==> config.mk <==
export PLATFORM = sky130hd
export DESIGN_NAME = buddy_block_allocator_unit_flat
export DESIGN_NICKNAME = d
export VERILOG_FILES = /design/src/design/bba_pkg.sv /design/src/design/bba_ifs.sv /design/src/design/buddy_block_allocator_unit.sv /design/src/design/bba_ctrl.sv /design/src/design/bba_dp.sv /design/src/flat_wrapper.sv
export SDC_FILE = /design/constraint.sdc
export NUM_CORES = 2
export LEC_CHECK = 0
export BUFFER_PORTS_ARGS = -buffer_cell sky130_fd_sc_hd__buf_2
export CAP_MARGIN = 40
export CORE_ASPECT_RATIO = 1.5
export CORE_MARGIN = 10
export CORE_UTILIZATION = 35
export CTS_BUF_LIST = sky130_fd_sc_hd__clkbuf_4 sky130_fd_sc_hd__clkbuf_8
export CTS_CLUSTER_DIAMETER = 40
export DETAILED_ROUTE_END_ITERATION = 10
export PLACE_DENSITY = 0.47
export SYNTH_ARGS = -nofsm -noshare
export SYNTH_HDL_FRONTEND = slang
export SYNTH_SLANG_ARGS = --single-unit
==> constraint.sdc <==
create_clock -name clk -period 45.3 [get_ports clk]
set_clock_uncertainty 0.05 [all_clocks]
set_input_delay 13.59 -clock clk [delete_from_list [all_inputs] [get_ports clk]]
set_output_delay 13.59 -clock clk [all_outputs]
set_load 0.01 [all_outputs]
==> src/design/bba_pkg.sv <==
// Buddy allocator package: sizing constants, codes, controller/datapath types.
// No dependencies; used by every other file of the block.
`default_nettype none

package bba_pkg;

  localparam int ORDERS          = 8;
  localparam int MIN_BLOCK_SHIFT = 6;
  localparam int TOP_BLOCKS      = 4;

  localparam int TOP_ORDER = ORDERS - 1;
  localparam int MAX_UNITS = TOP_BLOCKS << TOP_ORDER;

  localparam int OPC_W   = 1;
  localparam int BYTES_W = 16;
  localparam int OFF_W   = 9;
  localparam int STAT_W  = 2;
  localparam int ORD_W   = 3;
  localparam int TBE_W   = 4;
  localparam int LOG2_W  = 2;
  localparam int PADDR_W = 3;
  localparam int PDATA_W = 32;

  localparam int WORD_BITS = 32;
  localparam int BIT_W     = 5;
  localparam int UNITS_W   = $clog2(MAX_UNITS + 1);
  localparam int CNT_W     = $clog2(MAX_UNITS);
  localparam int BLK_W     = $clog2(TOP_BLOCKS + 1);
  localparam int WORDS0    = (MAX_UNITS + WORD_BITS - 1) >> BIT_W;
  localparam int WIDX_W    = (WORDS0 > 1) ? $clog2(WORDS0) : 1;

  // free-map words used by one order
  function automatic int fm_words(input int o);
    return ((MAX_UNITS >> o) + WORD_BITS - 1) >> BIT_W;
  endfunction

  // first free-map word of one order
  function automatic int fm_base(input int o);
    int s;
    s = 0;
    for (int k = 0; k < ORDERS; k++) begin
      if (k < o) s = s + fm_words(k);
    end
    return s;
  endfunction

  localparam int FM_DEPTH = fm_base(ORDERS);
  localparam int FMA_W    = $clog2(FM_DEPTH);

  localparam logic OP_ALLOC = 1'b0;
  localparam logic OP_FREE  = 1'b1;

  typedef enum logic [STAT_W-1:0] {
    RES_OK, RES_NO_FREE, RES_TOO_LARGE, RES_BAD_FREE
  } res_status_t;

  typedef enum logic [4:0] {
    CMD_NONE, CMD_CLR_INIT, CMD_CLR_STEP, CMD_LOAD, CMD_SRCH_START, CMD_SRCH_RD,
    CMD_SRCH_NEXT_W, CMD_SRCH_NEXT_O, CMD_TAKE, CMD_SPLIT_RD, CMD_SPLIT_WR,
    CMD_TBL_WR_ALLOC, CMD_TBL_RD, CMD_FREE_START, CMD_BUD_RD, CMD_BUD_TAKE,
    CMD_FIN_RD, CMD_FIN_WR, CMD_RES_BIG, CMD_RES_NOFREE, CMD_RES_BADFREE, CMD_EMIT
  } dp_cmd_t;

  typedef enum logic [4:0] {
    ST_CLR_INIT, ST_CLEAR, ST_IDLE, ST_DECODE, ST_SRCH_RD, ST_SRCH_CHK,
    ST_SPLIT_RD, ST_SPLIT_WR, ST_ALLOC_WR, ST_TBL_CHK, ST_MERGE, ST_BUD_RD,
    ST_BUD_CHK, ST_FIN_RD, ST_FIN_WR, ST_DONE
  } bba_state_t;

  typedef struct packed {
    logic clr_last;
    logic is_free;
    logic too_large;
    logic off_oob;
    logic word_hit;
    logic last_word;
    logic last_ord;
    logic split_more;
    logic tb_bad;
    logic bud_ok;
    logic bud_free;
    logic out_free;
  } dp_stat_t;

endpackage

`default_nettype wire

==> src/design/bba_ifs.sv <==
// Request and response channel interfaces of the buddy allocator.
// Depends on bba_pkg for field widths.
`default_nettype none

interface bba_req_if;
  import bba_pkg::*;
  logic                 valid;
  logic                 ready;
  logic [OPC_W-1:0]     opcode;
  logic [BYTES_W-1:0]   request_bytes;
  logic [OFF_W-1:0]     free_offset;
  modport source (output valid, opcode, request_bytes, free_offset, input ready);
  modport sink   (input valid, opcode, request_bytes, free_offset, output ready);
endinterface

interface bba_rsp_if;
  import bba_pkg::*;
  logic                 valid;
  logic                 ready;
  logic [STAT_W-1:0]    status;
  logic [OFF_W-1:0]     block_offset;
  logic [ORD_W-1:0]     block_order;
  modport source (output valid, status, block_offset, block_order, input ready);
  modport sink   (input valid, status, block_offset, block_order, output ready);
endinterface

`default_nettype wire

==> src/design/buddy_block_allocator_unit.sv <==
// Buddy block allocator top level: request/response channels, APB register.
// Depends on bba_pkg, bba_ifs, bba_ctrl and bba_dp.
//
// req carries allocate (opcode 0, request_bytes) or free (opcode 1,
// free_offset) commands; rsp returns one beat per request with status,
// block_offset and block_order. One request is in work at a time.
// An allocate scans up to 34 free-map words and splits as needed; a free
// merges upward while the buddy is free; too-large and out-of-heap
// requests and frees of an unallocated offset end without either.
// Search, split and merge read-modify-writes share the single free-map
// port.
// The finished result sits in an output register; a new request is taken
// while it waits, but the following result stalls until rsp takes it.
// Reset, or a write of heap_top_blocks_log2 (addresses 0 to 3), starts a
// clearing pass over the order table and free map during which req is
// not ready; reset sets heap_top_blocks_log2 to 2.
`default_nettype none

module buddy_block_allocator_unit (
  input  logic                          clk,
  input  logic                          rst,
  input  logic                          psel,
  input  logic                          penable,
  input  logic                          pwrite,
  input  logic [bba_pkg::PADDR_W-1:0]   paddr,
  input  logic [bba_pkg::PDATA_W-1:0]   pwdata,
  output logic [bba_pkg::PDATA_W-1:0]   prdata,
  output logic                          pready,
  bba_req_if.sink                       req,
  bba_rsp_if.source                     rsp
);
  import bba_pkg::*;

  logic [LOG2_W-1:0] heap_log2;
  logic              cfg_wr;
  dp_cmd_t           cmd;
  dp_stat_t          stat;

  assign pready = 1'b1;
  assign cfg_wr = psel && penable && pwrite && pready && !paddr[PADDR_W-1];

  always_ff @(posedge clk) begin
    if (rst) begin
      heap_log2 <= LOG2_W'(2);
    end else if (cfg_wr) begin
      heap_log2 <= pwdata[LOG2_W-1:0];
    end
  end

  assign prdata = paddr[PADDR_W-1] ? '0 : PDATA_W'(heap_log2);

  bba_ctrl u_ctrl (
    .clk      (clk),
    .rst      (rst),
    .cfg_wr   (cfg_wr),
    .in_valid (req.valid),
    .in_ready (req.ready),
    .stat     (stat),
    .cmd      (cmd)
  );

  bba_dp u_dp (
    .clk        (clk),
    .rst        (rst),
    .cmd        (cmd),
    .stat       (stat),
    .heap_log2  (heap_log2),
    .in_opcode  (req.opcode),
    .in_bytes   (req.request_bytes),
    .in_offset  (req.free_offset),
    .out_valid  (rsp.valid),
    .out_ready  (rsp.ready),
    .out_status (rsp.status),
    .out_offset (rsp.block_offset),
    .out_order  (rsp.block_order)
  );

endmodule

`default_nettype wire

==> src/design/bba_ctrl.sv <==
// Buddy allocator sequencer: walks clear, search, split and merge steps.
// Depends on bba_pkg; drives bba_dp through dp_cmd_t, reads dp_stat_t.
`default_nettype none

module bba_ctrl (
  input  logic              clk,
  input  logic              rst,
  input  logic              cfg_wr,
  input  logic              in_valid,
  output logic              in_ready,
  input  bba_pkg::dp_stat_t stat,
  output bba_pkg::dp_cmd_t  cmd
);
  import bba_pkg::*;

  bba_state_t state, state_next;

  always_ff @(posedge clk) begin
    if (rst) begin
      state <= ST_CLR_INIT;
    end else begin
      state <= state_next;
    end
  end

  always_comb begin
    state_next = state;
    cmd        = CMD_NONE;
    in_ready   = 1'b0;
    unique case (state)
      ST_CLR_INIT: begin
        cmd        = CMD_CLR_INIT;
        state_next = ST_CLEAR;
      end
      ST_CLEAR: begin
        cmd = CMD_CLR_STEP;
        if (stat.clr_last) state_next = ST_IDLE;
      end
      ST_IDLE: begin
        in_ready = 1'b1;
        if (in_valid) begin
          cmd        = CMD_LOAD;
          state_next = ST_DECODE;
        end
      end
      ST_DECODE: begin
        if (stat.is_free) begin
          if (stat.off_oob) begin
            cmd        = CMD_RES_BADFREE;
            state_next = ST_DONE;
          end else begin
            cmd        = CMD_TBL_RD;
            state_next = ST_TBL_CHK;
          end
        end else if (stat.too_large) begin
          cmd        = CMD_RES_BIG;
          state_next = ST_DONE;
        end else begin
          cmd        = CMD_SRCH_START;
          state_next = ST_SRCH_RD;
        end
      end
      ST_SRCH_RD: begin
        cmd        = CMD_SRCH_RD;
        state_next = ST_SRCH_CHK;
      end
      ST_SRCH_CHK: begin
        if (stat.word_hit) begin
          cmd        = CMD_TAKE;
          state_next = stat.split_more ? ST_SPLIT_RD : ST_ALLOC_WR;
        end else if (!stat.last_word) begin
          cmd        = CMD_SRCH_NEXT_W;
          state_next = ST_SRCH_RD;
        end else if (!stat.last_ord) begin
          cmd        = CMD_SRCH_NEXT_O;
          state_next = ST_SRCH_RD;
        end else begin
          cmd        = CMD_RES_NOFREE;
          state_next = ST_DONE;
        end
      end
      ST_SPLIT_RD: begin
        cmd        = CMD_SPLIT_RD;
        state_next = ST_SPLIT_WR;
      end
      ST_SPLIT_WR: begin
        cmd        = CMD_SPLIT_WR;
        state_next = stat.split_more ? ST_SPLIT_RD : ST_ALLOC_WR;
      end
      ST_ALLOC_WR: begin
        cmd        = CMD_TBL_WR_ALLOC;
        state_next = ST_DONE;
      end
      ST_TBL_CHK: begin
        if (stat.tb_bad) begin
          cmd        = CMD_RES_BADFREE;
          state_next = ST_DONE;
        end else begin
          cmd        = CMD_FREE_START;
          state_next = ST_MERGE;
        end
      end
      ST_MERGE: begin
        state_next = stat.bud_ok ? ST_BUD_RD : ST_FIN_RD;
      end
      ST_BUD_RD: begin
        cmd        = CMD_BUD_RD;
        state_next = ST_BUD_CHK;
      end
      ST_BUD_CHK: begin
        if (stat.bud_free) begin
          cmd        = CMD_BUD_TAKE;
          state_next = ST_MERGE;
        end else begin
          state_next = ST_FIN_RD;
        end
      end
      ST_FIN_RD: begin
        cmd        = CMD_FIN_RD;
        state_next = ST_FIN_WR;
      end
      ST_FIN_WR: begin
        cmd        = CMD_FIN_WR;
        state_next = ST_DONE;
      end
      ST_DONE: begin
        if (stat.out_free) begin
          cmd        = CMD_EMIT;
          state_next = ST_IDLE;
        end
      end
      default: state_next = ST_CLR_INIT;
    endcase
    if (cfg_wr) begin
      cmd        = CMD_NONE;
      in_ready   = 1'b0;
      state_next = ST_CLR_INIT;
    end
  end

endmodule

`default_nettype wire

==> src/design/bba_dp.sv <==
// Buddy allocator datapath: free-map and order-table memories, walk registers,
// result and output registers. Depends on bba_pkg; commanded by bba_ctrl.
`default_nettype none

module bba_dp (
  input  logic                          clk,
  input  logic                          rst,
  input  bba_pkg::dp_cmd_t              cmd,
  output bba_pkg::dp_stat_t             stat,
  input  logic [bba_pkg::LOG2_W-1:0]    heap_log2,
  input  logic [bba_pkg::OPC_W-1:0]     in_opcode,
  input  logic [bba_pkg::BYTES_W-1:0]   in_bytes,
  input  logic [bba_pkg::OFF_W-1:0]     in_offset,
  output logic                          out_valid,
  input  logic                          out_ready,
  output logic [bba_pkg::STAT_W-1:0]    out_status,
  output logic [bba_pkg::OFF_W-1:0]     out_offset,
  output logic [bba_pkg::ORD_W-1:0]     out_order
);
  import bba_pkg::*;

  logic [WORD_BITS-1:0] fm [FM_DEPTH];
  logic [TBE_W-1:0]     tb [MAX_UNITS];

  logic                 op_r;
  logic [ORD_W-1:0]     need_r;
  logic                 big_r;
  logic [OFF_W-1:0]     req_off;
  logic [ORD_W-1:0]     ord;
  logic [WIDX_W-1:0]    widx;
  logic [OFF_W-1:0]     off;
  logic [CNT_W-1:0]     clr_cnt;
  logic [WORD_BITS-1:0] fm_rd;
  logic [TBE_W-1:0]     tb_rd;
  res_status_t          res_status;
  logic [OFF_W-1:0]     res_off;
  logic [ORD_W-1:0]     res_ord;

  logic [BLK_W-1:0]     blocks;
  logic [UNITS_W-1:0]   units;
  logic [WORD_BITS-1:0] init_mask;
  logic [ORD_W-1:0]     need_in;
  logic                 big_in;
  logic [OFF_W-1:0]     buddy;
  logic [OFF_W-1:0]     bud_blk;
  logic [BIT_W-1:0]     hit_bit;
  logic [ORD_W-1:0]     a_ord;
  logic [OFF_W-1:0]     a_off;
  logic [OFF_W-1:0]     a_blk;
  logic [WIDX_W-1:0]    a_word;
  logic [BIT_W-1:0]     a_bit;
  logic [FMA_W-1:0]     fm_addr;
  logic                 fm_we;
  logic [WORD_BITS-1:0] fm_wd;
  logic                 fm_re;
  logic                 tb_we;
  logic [CNT_W-1:0]     tb_addr;
  logic [TBE_W-1:0]     tb_wd;

  always_comb begin
    if ((32'd1 << heap_log2) > 32'(TOP_BLOCKS)) begin
      blocks = BLK_W'(TOP_BLOCKS);
    end else begin
      blocks = BLK_W'(32'd1 << heap_log2);
    end
  end
  assign units     = UNITS_W'(blocks) << TOP_ORDER;
  assign init_mask = WORD_BITS'((64'd1 << blocks) - 64'd1);

  always_comb begin
    need_in = ORD_W'(TOP_ORDER);
    big_in  = 1'b1;
    for (int n = ORDERS - 1; n >= 0; n--) begin
      if (32'(in_bytes) <= (32'd1 << (MIN_BLOCK_SHIFT + n))) begin
        need_in = ORD_W'(n);
        big_in  = 1'b0;
      end
    end
  end

  assign buddy   = off ^ (OFF_W'(1) << ord);
  assign bud_blk = buddy >> ord;

  always_comb begin
    hit_bit = '0;
    for (int i = 0; i < WORD_BITS; i++) begin
      if (fm_rd[i]) hit_bit = BIT_W'(i);
    end
  end

  always_comb begin
    a_ord = ord;
    a_off = off;
    if (cmd == CMD_SPLIT_RD) a_ord = ord - ORD_W'(1);
    if (cmd == CMD_BUD_RD || cmd == CMD_BUD_TAKE) a_off = buddy;
    a_blk  = a_off >> a_ord;
    a_word = WIDX_W'(a_blk >> BIT_W);
    a_bit  = a_blk[BIT_W-1:0];
    if (cmd == CMD_SRCH_RD || cmd == CMD_TAKE) a_word = widx;
  end

  always_comb begin
    fm_addr = FMA_W'(fm_base(int'(a_ord)) + int'(a_word));
    fm_we   = 1'b0;
    fm_re   = 1'b0;
    fm_wd   = fm_rd;
    tb_we   = 1'b0;
    tb_addr = req_off;
    tb_wd   = '0;
    unique case (cmd)
      CMD_CLR_STEP: begin
        fm_addr = FMA_W'(clr_cnt);
        fm_we   = 32'(clr_cnt) < FM_DEPTH;
        fm_wd   = (32'(clr_cnt) == fm_base(TOP_ORDER)) ? init_mask : '0;
        tb_we   = 1'b1;
        tb_addr = clr_cnt;
      end
      CMD_SRCH_RD, CMD_SPLIT_RD, CMD_BUD_RD, CMD_FIN_RD: fm_re = 1'b1;
      CMD_TAKE: begin
        fm_we = 1'b1;
        fm_wd = fm_rd & ~(WORD_BITS'(1) << hit_bit);
      end
      CMD_SPLIT_WR, CMD_FIN_WR: begin
        fm_we = 1'b1;
        fm_wd = fm_rd | (WORD_BITS'(1) << a_bit);
      end
      CMD_BUD_TAKE: begin
        fm_we = 1'b1;
        fm_wd = fm_rd & ~(WORD_BITS'(1) << a_bit);
      end
      CMD_TBL_WR_ALLOC: begin
        tb_we   = 1'b1;
        tb_addr = off;
        tb_wd   = TBE_W'(need_r) + TBE_W'(1);
      end
      CMD_FREE_START: tb_we = 1'b1;
      default: ;
    endcase
  end

  always_ff @(posedge clk) begin
    if (fm_we) fm[fm_addr] <= fm_wd;
    if (fm_re) fm_rd <= fm[fm_addr];
  end

  always_ff @(posedge clk) begin
    if (tb_we) tb[tb_addr] <= tb_wd;
    if (cmd == CMD_TBL_RD) tb_rd <= tb[tb_addr];
  end

  always_ff @(posedge clk) begin
    unique case (cmd)
      CMD_CLR_INIT: clr_cnt <= '0;
      CMD_CLR_STEP: clr_cnt <= clr_cnt + CNT_W'(1);
      CMD_LOAD: begin
        op_r    <= in_opcode;
        need_r  <= need_in;
        big_r   <= big_in;
        req_off <= in_offset;
      end
      CMD_SRCH_START: begin
        ord  <= need_r;
        widx <= WIDX_W'(fm_words(int'(need_r)) - 1);
      end
      CMD_SRCH_NEXT_W: widx <= widx - WIDX_W'(1);
      CMD_SRCH_NEXT_O: begin
        ord  <= ord + ORD_W'(1);
        widx <= WIDX_W'(fm_words(int'(ord) + 1) - 1);
      end
      CMD_TAKE:     off <= OFF_W'({widx, hit_bit}) << ord;
      CMD_SPLIT_RD: ord <= ord - ORD_W'(1);
      CMD_SPLIT_WR: off <= off + (OFF_W'(1) << ord);
      CMD_TBL_WR_ALLOC: begin
        res_status <= RES_OK;
        res_off    <= off;
        res_ord    <= need_r;
      end
      CMD_FREE_START: begin
        ord    <= ORD_W'(tb_rd - TBE_W'(1));
        need_r <= ORD_W'(tb_rd - TBE_W'(1));
        off    <= req_off;
      end
      CMD_BUD_TAKE: begin
        off <= off & ~(OFF_W'(1) << ord);
        ord <= ord + ORD_W'(1);
      end
      CMD_FIN_WR: begin
        res_status <= RES_OK;
        res_off    <= req_off;
        res_ord    <= need_r;
      end
      CMD_RES_BIG: begin
        res_status <= RES_TOO_LARGE;
        res_off    <= '0;
        res_ord    <= '0;
      end
      CMD_RES_NOFREE: begin
        res_status <= RES_NO_FREE;
        res_off    <= '0;
        res_ord    <= '0;
      end
      CMD_RES_BADFREE: begin
        res_status <= RES_BAD_FREE;
        res_off    <= req_off;
        res_ord    <= '0;
      end
      default: ;
    endcase
  end

  always_ff @(posedge clk) begin
    if (rst) begin
      out_valid <= 1'b0;
    end else if (cmd == CMD_EMIT) begin
      out_valid <= 1'b1;
    end else if (out_ready) begin
      out_valid <= 1'b0;
    end
  end

  always_ff @(posedge clk) begin
    if (cmd == CMD_EMIT) begin
      out_status <= res_status;
      out_offset <= res_off;
      out_order  <= res_ord;
    end
  end

  assign stat.clr_last   = (clr_cnt == CNT_W'(MAX_UNITS - 1));
  assign stat.is_free    = (op_r == OP_FREE);
  assign stat.too_large  = big_r;
  assign stat.off_oob    = (UNITS_W'(req_off) >= units);
  assign stat.word_hit   = |fm_rd;
  assign stat.last_word  = (widx == '0);
  assign stat.last_ord   = (ord == ORD_W'(TOP_ORDER));
  assign stat.split_more = (ord > need_r);
  assign stat.tb_bad     = (tb_rd == '0) || (tb_rd > TBE_W'(ORDERS));
  assign stat.bud_ok     = (ord < ORD_W'(TOP_ORDER)) && (UNITS_W'(buddy) < units);
  assign stat.bud_free   = fm_rd[bud_blk[BIT_W-1:0]];
  assign stat.out_free   = !out_valid || out_ready;

`ifndef SYNTH
  a_split_above_need: assert property (@(posedge clk) disable iff (rst)
    (cmd == CMD_SPLIT_RD) |-> (ord > need_r))
    else $error("split below requested order");
  a_grant_aligned: assert property (@(posedge clk) disable iff (rst)
    (cmd == CMD_TBL_WR_ALLOC) |-> (((off >> need_r) << need_r) == off))
    else $error("granted block not aligned to its order");
  a_split_half_busy: assert property (@(posedge clk) disable iff (rst)
    (cmd == CMD_SPLIT_WR) |-> !fm_rd[a_bit])
    else $error("split half already marked free");
  a_free_not_free: assert property (@(posedge clk) disable iff (rst)
    (cmd == CMD_FIN_WR) |-> !fm_rd[a_bit])
    else $error("freed block already marked free");
`endif

endmodule

`default_nettype wire

==> src/flat_wrapper.sv <==
// flat-port wrapper written by rule: the top's interface ports become plain ports
module buddy_block_allocator_unit_flat import bba_pkg::*;
  (clk, rst, psel, penable, pwrite, paddr, pwdata, prdata, pready, req_valid, req_opcode, req_request_bytes, req_free_offset, req_ready, rsp_valid, rsp_status, rsp_block_offset, rsp_block_order, rsp_ready);
  bba_req_if req_i ();
  bba_rsp_if rsp_i ();
  input  logic clk;
  input  logic rst;
  input  logic psel;
  input  logic penable;
  input  logic pwrite;
  input  logic [bba_pkg::PADDR_W-1:0] paddr;
  input  logic [bba_pkg::PDATA_W-1:0] pwdata;
  output logic [bba_pkg::PDATA_W-1:0] prdata;
  output logic pready;
  input wire logic [$bits(req_i.valid)-1:0] req_valid;
  input wire logic [$bits(req_i.opcode)-1:0] req_opcode;
  input wire logic [$bits(req_i.request_bytes)-1:0] req_request_bytes;
  input wire logic [$bits(req_i.free_offset)-1:0] req_free_offset;
  output wire logic [$bits(req_i.ready)-1:0] req_ready;
  output wire logic [$bits(rsp_i.valid)-1:0] rsp_valid;
  output wire logic [$bits(rsp_i.status)-1:0] rsp_status;
  output wire logic [$bits(rsp_i.block_offset)-1:0] rsp_block_offset;
  output wire logic [$bits(rsp_i.block_order)-1:0] rsp_block_order;
  input wire logic [$bits(rsp_i.ready)-1:0] rsp_ready;
  assign req_i.valid = req_valid;
  assign req_i.opcode = req_opcode;
  assign req_i.request_bytes = req_request_bytes;
  assign req_i.free_offset = req_free_offset;
  assign req_ready = req_i.ready;
  assign rsp_valid = rsp_i.valid;
  assign rsp_status = rsp_i.status;
  assign rsp_block_offset = rsp_i.block_offset;
  assign rsp_block_order = rsp_i.block_order;
  assign rsp_i.ready = rsp_ready;
  buddy_block_allocator_unit u_core (.clk(clk), .rst(rst), .psel(psel), .penable(penable), .pwrite(pwrite), .paddr(paddr), .pwdata(pwdata), .prdata(prdata), .pready(pready), .req(req_i), .rsp(rsp_i));
endmodule
==> results.txt <==
Status: finished, final reports clean
Async SR Flop Fraction: 0
CTS Sinks: 3246
Final weighted congestion in routability-driven placement: 0.925
FMAX: 35.7 MHz
Cell area after technology mapping: 132000 µm²
Die area: 402000 µm²
Largest area contributor in the netlist: edfxtp_1
CP Class: input pin to output pin
Endpoint, Worst Hold: u_core.u_dp.out_order[2]
Setup_tns: 0 ns
Reg2reg setup slack: 34.56 ns
Drt pass-1 iters: 6
Worst Path Required: 31.66 ns
Die Span X: 521 µm
EDFF count, synth: 3239
Unique masters post-synth: 101
Row count: 275
Fillcell total: 34843
Detailed-route via count: 81738
Syn_area_per_cell: 15.0 µm²
Clock Tree Root: clkbuf_8
Initial DRC count: 7567
CORE AREA: 374000 µm²
Cells along the critical path: buf_2 -> and4b_1 -> buf_4 -> nor2_1 -> buf_2
H-tree depth: 6
Vias in the first global route: 84064
Hold Startpoint: u_core.u_dp.res_ord[2]
FF-to-FF path depth: 26
Top-count cell post-synth: edfxtp_1
Grt total ovfl: 0
RSZ-0062 raised after global routing: no
First-pass GRT wire length: 638000 µm
Slew @ Worst Pin: 1.13 ns
Nets: 9244
Max cap viols: 0
Fin Hold WS: 0.373 ns
Wire length per cell: 31.7 µm
Delay of the slowest critical-path stage: 0.23 ns
Seq/Total Area, Yosys: 0.739
Arrival @ worst endpoint: 14.39 ns
Worst r2r dst: u_core.u_dp.fm[4][17]
Final Max Slew Viols: 0
Global-route usage over all layers: 0.220
Worst Hold Class: flop to flop
RR Startpoint: u_core.u_dp.ord[1]
Fin. Hold Viols: 0
Most common cell on crit path: buf_2
Startpoint types: input pin
Synth Instances: 8765
Layout cells sized above 1: 0.164
Hold_buf cts: 0
DRC viols: 0
CTS Buffer Depth: 4
TritonCTS clock tree: done
WP buf/inv: 3
Largest net degree at the start of global routing: 165
Endpoints failing setup: 0
Max FO, Critical Path: 8
Synth warnings: 0
Crit path capture type: output pin
Final period util: 0.619
Hold Path Cell Cnt: 0
Vias per Instance: 5.64
Final ANT Viol Nets: 0
Hpwl dp: 281000 µm
CTS Buf Count: 530
Worst relative slew slack: 0.246
Worst-skew pair later-pin latency: 1.09 ns
Critical path's top delay family: buffers and inverters
Clock transition at path regs: 0.06 ns
Post_cts resized: 0
Yosys reg bits: 3246
Synth area leaders: edfxtp_1 74%, nand2_1 3.2%, mux2i_1 3.1%, mux4_2 2.5%, nor2_1 2.0%
Postcts setup bufs: 0
CP max-delay cell: and4b_1
Initial antenna violation count: 9
Drt total wl: 459000 µm
Buffers on Ports: 53
Die Height: 771 µm
Commonest cells post-synth: 3239 x edfxtp_1, 1128 x nand2_1, 707 x nor2_1
Initial core utilization: 0.352
Predominant post-synthesis flop cell: edfxtp_1
Layout area overhead: 13.6%
Share of the synthesized area in the top cell type: 0.738
IO Pins: 117
Period minus WS final: 28.03 ns
## worst reg2reg max path, stage by stage, from the launching register on
cell      delay, ns
edfxtp_1       0.82
ha_1           0.31
ha_1           0.35
inv_1          0.08
ha_1           0.55
mux2i_1        0.27
mux4_2         0.70
mux4_2         0.51
a22oi_1        0.21
nand3_1        0.18
nand3_1        0.33
nand2_1        0.27
o32ai_1        0.40
buf_4          0.23
o31ai_1        0.14
ha_1           0.26
fa_1           0.46
xor2_1         0.37
mux2i_4        0.14
buf_4          0.34
buf_4          0.39
nor3_4         0.31
buf_4          0.50
buf_4          0.45
nand2_1        0.39
nor2_4         0.59
buf_4          0.62
## final cells by class
cell class              count  area (µm²)  area share
flip-flops and latches   3246       97400       0.651
clock inverters           194        1260     0.00846
repair buffers            389        3320      0.0222
inverters                  50         188     0.00125
clock buffers             707        8730      0.0584
diodes                     12        30.0    0.000201
multi-input cells        4902       32400       0.217
well taps                4986        6240      0.0417
## sequential cells by signal, summed over array words and instances, names as in the netlist
signal and flops:
u_core.u_ctrl.state 4, u_core.u_dp.ord 3, u_core.u_dp.out_order 3, u_core.u_dp.res_status 2, u_core.u_dp.req_off 9, u_core.u_dp.fm_rd 32
u_core.u_dp.out_status 2, u_core.u_dp.tb_rd 4, u_core.u_dp.res_off 9, u_core.u_dp.need_r 3, u_core.u_dp.off 9, u_core.u_dp.out_valid 1
u_core.heap_log2 2, u_core.u_dp.op_r 1, u_core.u_dp.out_offset 9, u_core.u_dp.clr_cnt 9, u_core.u_dp.fm 1088, u_core.u_dp.res_ord 3
u_core.u_dp.widx 4, u_core.u_dp.tb 2048, u_core.u_dp.big_r 1
## how the worst max path moves through the flow
stage	from	end	slack (ns)	cells after the start
final	paddr[2]	req_ready	17.27	5
after global routing	paddr[2]	req_ready	17.22	5
after CTS	paddr[2]	req_ready	17.28	5
after detailed placement	paddr[2]	req_ready	17.28	5
after global placement	paddr[2]	req_ready	17.29	5
after floorplan	req_valid	u_core.u_dp.tb[0][3]	11.72	8
## layer usage
metal  vias to the layer above  GRT usage  share of wire
met5                         -          0       0.000067
met4                         4      0.113          0.059
met3                      1040     0.0316          0.055
met2                      3190      0.403           0.52
met1                     42424      0.247           0.36
li1                      35080          -              -
## cell usage in the layout, fill, tap and decap left out, types with 102 or more instances in the layout
master    count
a31oi_1     106
nand3_1     208
clkinv_1    102
clkbuf_4    160
mux2i_1     411
edfxtp_1   3239
nand4_1     110
o22ai_1     175
mux4_2      148
nor2_1      643
nand2_1    1106
clkbuf_8    547
a221oi_1    111
a22oi_1     238
buf_4       280
a21oi_1     386
o21ai_0     146
a211oi_1    111
## stage by stage
stage               instances  utilization  setup slack, ns  area [µm²]
floorplan                8794            -            11.72      132000
global placement        13521        0.371            17.29      139000
detailed placement      13573        0.373            17.28      140000
CTS                     14474        0.400            17.28      150000
global route            14479        0.400            17.22      150000
finish                  14486        0.400            17.27      150000
## cells by family after synthesis
group	synth area share
flip-flops	0.739
adder cells (fa/ha/maj)	0.00553
other	0.0000570
AND/OR/NAND/NOR	0.0816
buffers and inverters	0.0228
XOR/XNOR	0.00172
AO/OA/AOI/OAI	0.0906
multiplexers	0.0582
Power is not shown: default switching activity piles up to over one toggle a cycle in this logic, so the estimate is an artifact.
